[src/rtl/vrp_pkg.sv]
package vrp_pkg;

    // data widths
    localparam int COORD_W  = 32;
    localparam int TRIG_W   = 16;
    localparam int UCFG_W   = 31;
    localparam int CFG_DW   = 32;
    localparam int CFG_IW   = 3;
    localparam int IDX_W    = 8;
    localparam int IDX_SPAN = 256;
    localparam int QUO_W    = 32;
    localparam int FRAC_W   = 16;

    // rotation rounding: Q2.14 coefficients, round half up
    localparam int TRIG_FRAC = 14;
    localparam int RND_HALF  = 1 << (TRIG_FRAC - 1);

    // divider: prep, prep, one stage per quotient bit, saturate
    localparam int DIV_STEPS = QUO_W;
    localparam int DIV_LAT   = DIV_STEPS + 3;

    localparam logic [QUO_W-1:0] SAT_MAX = {1'b0, {(QUO_W-1){1'b1}}};
    localparam logic [QUO_W-1:0] SAT_MIN = {1'b1, {(QUO_W-1){1'b0}}};

    // configuration register indexes
    typedef enum logic [CFG_IW-1:0] {
        CFG_SIN_X  = 3'd0,
        CFG_COS_X  = 3'd1,
        CFG_SIN_Y  = 3'd2,
        CFG_COS_Y  = 3'd3,
        CFG_SIN_Z  = 3'd4,
        CFG_COS_Z  = 3'd5,
        CFG_FOCAL  = 3'd6,
        CFG_DSCALE = 3'd7
    } vrp_cfg_idx_t;

    // reset values
    localparam logic [TRIG_W-1:0] RST_SIN   = 16'd0;
    localparam logic [TRIG_W-1:0] RST_COS   = 16'd16384;
    localparam logic [UCFG_W-1:0] RST_FOCAL = 31'd19660800;
    localparam logic [UCFG_W-1:0] RST_DSCALE = 31'd65536;

endpackage

[src/rtl/vrp_delay.sv]
module vrp_delay
    import vrp_pkg::*;
#(
    parameter int WIDTH = 8,
    parameter int DEPTH = 2
) (
    input  logic             aclk,
    input  logic             en,
    input  logic [WIDTH-1:0] d,
    output logic [WIDTH-1:0] q
);

    logic [WIDTH-1:0] tap_reg [DEPTH];

    // shift line that moves with the pipeline
    always_ff @(posedge aclk) begin
        if (en) begin
            tap_reg[0] <= d;
            for (int i = 1; i < DEPTH; i++) begin
                tap_reg[i] <= tap_reg[i-1];
            end
        end
    end

    assign q = tap_reg[DEPTH-1];

endmodule

[config.mk]
export PLATFORM = sky130hd
export DESIGN_NAME = vrp_delay
export DESIGN_NICKNAME = d
export VERILOG_FILES = /design/src/rtl/vrp_pkg.sv /design/src/rtl/vrp_delay.sv
export SDC_FILE = /design/constraint.sdc
export NUM_CORES = 1
export LEC_CHECK = 0
export BUFFER_PORTS_ARGS = -buffer_cell sky130_fd_sc_hd__clkbuf_2
export CAP_MARGIN = 5
export CORE_AREA = 2 2 39 41
export CTS_BUF_LIST = sky130_fd_sc_hd__clkbuf_4 sky130_fd_sc_hd__clkbuf_8 sky130_fd_sc_hd__clkbuf_16
export CTS_CLUSTER_SIZE = 28
export DETAILED_ROUTE_END_ITERATION = 7
export DIE_AREA = 0 0 41 43
export PLACE_DENSITY = 0.73
export SLEW_MARGIN = 5
export SYNTH_ARGS = -nofsm -noshare
export SYNTH_HDL_FRONTEND = slang
export SYNTH_SLANG_ARGS = --single-unit
[constraint.sdc]
create_clock -name aclk -period 0.8 [get_ports aclk]
set_input_delay 0.04 -clock aclk [delete_from_list [all_inputs] [get_ports aclk]]
set_output_delay 0.04 -clock aclk [all_outputs]
set_load 0.01 [all_outputs]
Word level (Yosys, flattened, before mapping)
Memory sizes are Yosys's and may differ from the RTL's.
Cells that the tools add are included.
Storage, ports and cells
  register bits after elaboration: 0
  bits in latches: 0
  bits in writable memories: 16
  memory bits (read-only): 0
  input bits: 10
  output and inout port bits: 8
  word-level logic and storage cells: 3
  memories: 1
Memory list
  tap_reg: words 2, width 8, rd ports 2, clocked after Yosys merged registers in 0, wr ports 2, RTL line vrp_delay.sv:13  | logic [WIDTH-1:0] tap_reg [DEPTH];
Cells by class
  add/sub/neg operators: 0
  multiply operators: 0
  divide/modulo/power cells: 0
  order comparisons: 0
  equality and inequality tests: 0
  shifts and indexed selects: 0
  mux-type cells: 2
  bitwise gates (word level): 0
  reduce and logical (&&, ||, !) cells: 0
Operators with widths (count)
  1-bit two-way mux: 2

Depth between registers and ports, before layout
  depth in word-level cells: 2
  depth in mapped cells: 1
  gate-level depth less buffers: 0

Least setup slack after synthesis
No wires, ideal clock.
  kind: register to register
  start point: memory tap_reg[0][2]
  end point: memory tap_reg[1][2], in the netlist tap_reg[0][10], data pin
  library setup time: 0.266 ns
  arrival time: 0.323 ns
  data required time: 0.534 ns
  slack: 0.211 ns
  cell stages (with the launch flop): 1
  path buffers: 0
  clock period less this slack: 0.589 ns
  cells stage by stage: edfxtp_1
RTL lines (RTL line)
  start, declared: vrp_delay.sv:13

==> impl_metrics.toml <==
[status]
run_status = "finished with violations"
violations = "setup timing"

[power]
p_int_w = 0.001233
p_sw_w = 0.0002656
comb_power_share = 0.077
pwr-share-seq = 0.671
power_density_nw_per_um2 = 2116
leakage_nw = 0.2838
ir_drop_mv = 1.001
clkPwrFrac = 0.252
swShare = 0.1772
finalPower_w = 0.001499

[global_routing]
grt_max_degree = 17
overflow = 0
grt_pass1_vias = 233
grt_antenna_before_repair = 0
grt_pass1_wl_um = 945
grt_use_total = 0.08845

[critical_path]
worstSetupEndpoint = "q[7]"
r2r-start = "tap_reg[0][4]"
end_kind = "output pin"
timing.rr.end = "tap_reg[0][12]"
critical-path-slowest-cell = "edfxtp_1"
crit_type = "flop to output pin"
crit_required_ps = 760
crit_arrival_ps = 770
r2r_cells = 0
worst-path-buf-inv = 1
critical-path-max-stage-delay_ps = 370
cp-start-kind = "flop"
crit_fanout = 1
rrSetupSlack_ps = 170
crit_family = "flip-flops"
cp-startpoint = "tap_reg[0][15]"
cp_num_cells = 1
worstPathCellList = "clkbuf_2"

[sta]
finalCritPeriodShare = 1.010
slew-limit-headroom = 0.9405
clock_skew_ps = 3.012
fin_crit_ps = 807.7
fmax_ghz = 1.238
rsz0062_at_grt = "yes"
worst_pin_slew_ps = 89.28
fin_ws_ps = -7.657
setup_viol = 2
final_hold_viol_count = 0
maxSlewViolCount = 0

[floorplan]
die_w_um = 41
die-height_um = 43
io_pins = 18
dieArea_um2 = 1763
initial_core_util = 0.3906
core_um2 = 1384
num_rows = 14

[logic_synthesis]
yosysUniqueCellTypes = 2
synth_fp_nets = 34
ys_ff_latch = 16
synth_area_um2 = 540.5
synthCells = 24
syn_area_per_cell_um2 = 22.52
ys_seq_area_frac = 0.8889
yosys_warnings = 0

[drt]
drt_iter0_markers = 6
wl_um = 597
first_pass_iters = 2
ant_nets = 0
wl_per_cell_um = 9.787
vias = 246
avgViaCountPerCell = 4.033
drc = 0

[cts]
cts.path.max_buffers = 2
cts.clk_slew.worst_paths_ps = 80
cts_buffers = 3
cts.sinks = 16
cts_resized = 0
cts_max_level = 1
ctsRootBufferMaster = "clkbuf_4"
cts_tree = "yes"
clock_latency_ps = 270

[layout]
largest_register_ffs = 16
drive_gt1_frac = 0.4667
num-multi-input-gates = 0
final_nets = 57
syn_to_final_growth_pct = 31.02
insertedDiodeCount = 0
fin_util = 0.5118
multi_input_area_um2 = 0

[run]
maxCapViolations = 0

[worst_hold_path]
hp-class = "primary input to flop"

[placement]
io_buffers = 17
hpwl_um = 376.8
place_congestion = 0.5944
[layout make-up]
cell class / count / area, um2
Clock buffer: 3 / 22.52
Fill cell: 113 / 675.6
Sequential cell: 16 / 480.5
Timing Repair Buffer: 26 / 185.2
Tap cell: 16 / 20.02
[cells in the mapped netlist, drive strengths merged]
master	instances	area, um2
buf	8	60.06
edfxtp	16	480.5
[worst min-delay path by stage]
stage,start,end,slack [ps],cells past startpoint
after global placement,d[1],tap_reg[0][1],220,1
after detailed placement,d[0],tap_reg[0][0],220,1
after floorplan,d[0],tap_reg[0][0],140,0
final,en,tap_reg[0][8],150,2
after CTS,en,tap_reg[0][5],150,2
after global routing,en,tap_reg[0][1],140,2
[through the flow]
stage,instances,worst slack (ps),TNS [ps],area (um2),hold slack [ps]
floorplan,24,211.2,0,540.5,138.9
global placement,50,207.1,0,605.6,216.7
detailed placement,50,181.8,0,605.6,218.6
CTS,61,-26.21,-112.3,708.2,148.3
global route,61,-70.92,-417.1,708.2,135.1
finish,61,-7.657,-13.00,708.2,152.8
[cells in the final DEF (no fill, tap or decap)]
cell type	Yosys	routed
clkbuf_4	0	3
clkbuf_2	0	17
buf_12	0	1
edfxtp_1	16	16
dlygate4sd3_1	0	8
[power groups by stage]
stage | logic (W) | registers, W | clock network (W)
final | 0.000115 | 0.00101 | 0.000377
after global routing | 0.000127 | 0.00101 | 0.000449
after CTS | 0.000116 | 0.00101 | 0.000396
after detailed placement | 0.0000864 | 0.00103 | 0
after global placement | 0.0000832 | 0.00102 | 0
after floorplan | 0.0000508 | 0.00102 | 0
[layer usage]
| layer | part of all wire | global-route usage | vias up |
|---|---|---|---|
| met3 | 0.075 | 0.03141 | 0 |
| met1 | 0.40 | 0.09783 | 106 |
| met4 | 0 | 0.08000 | 0 |
| met5 | 0 | 0 | - |
| met2 | 0.53 | 0.1250 | 14 |
| li1 | - | - | 126 |
[logic make-up (layout without fill, tap and decap cells)]
logic type	after synthesis	after routing	share of synthesized area
flops	16	16	0.8889
buf+inv	8	29	0.1111
[repair_timing]
item / in CTS / in global routing
pin swaps: 0 / 0
endpoints found under the hold margin: 8 / 0
setup buffers: 0 / 0
hold buffers: 8 / 0
endpoints found under the setup margin: 8 / 8
Note: power is estimated with default switching activity, not from simulation.
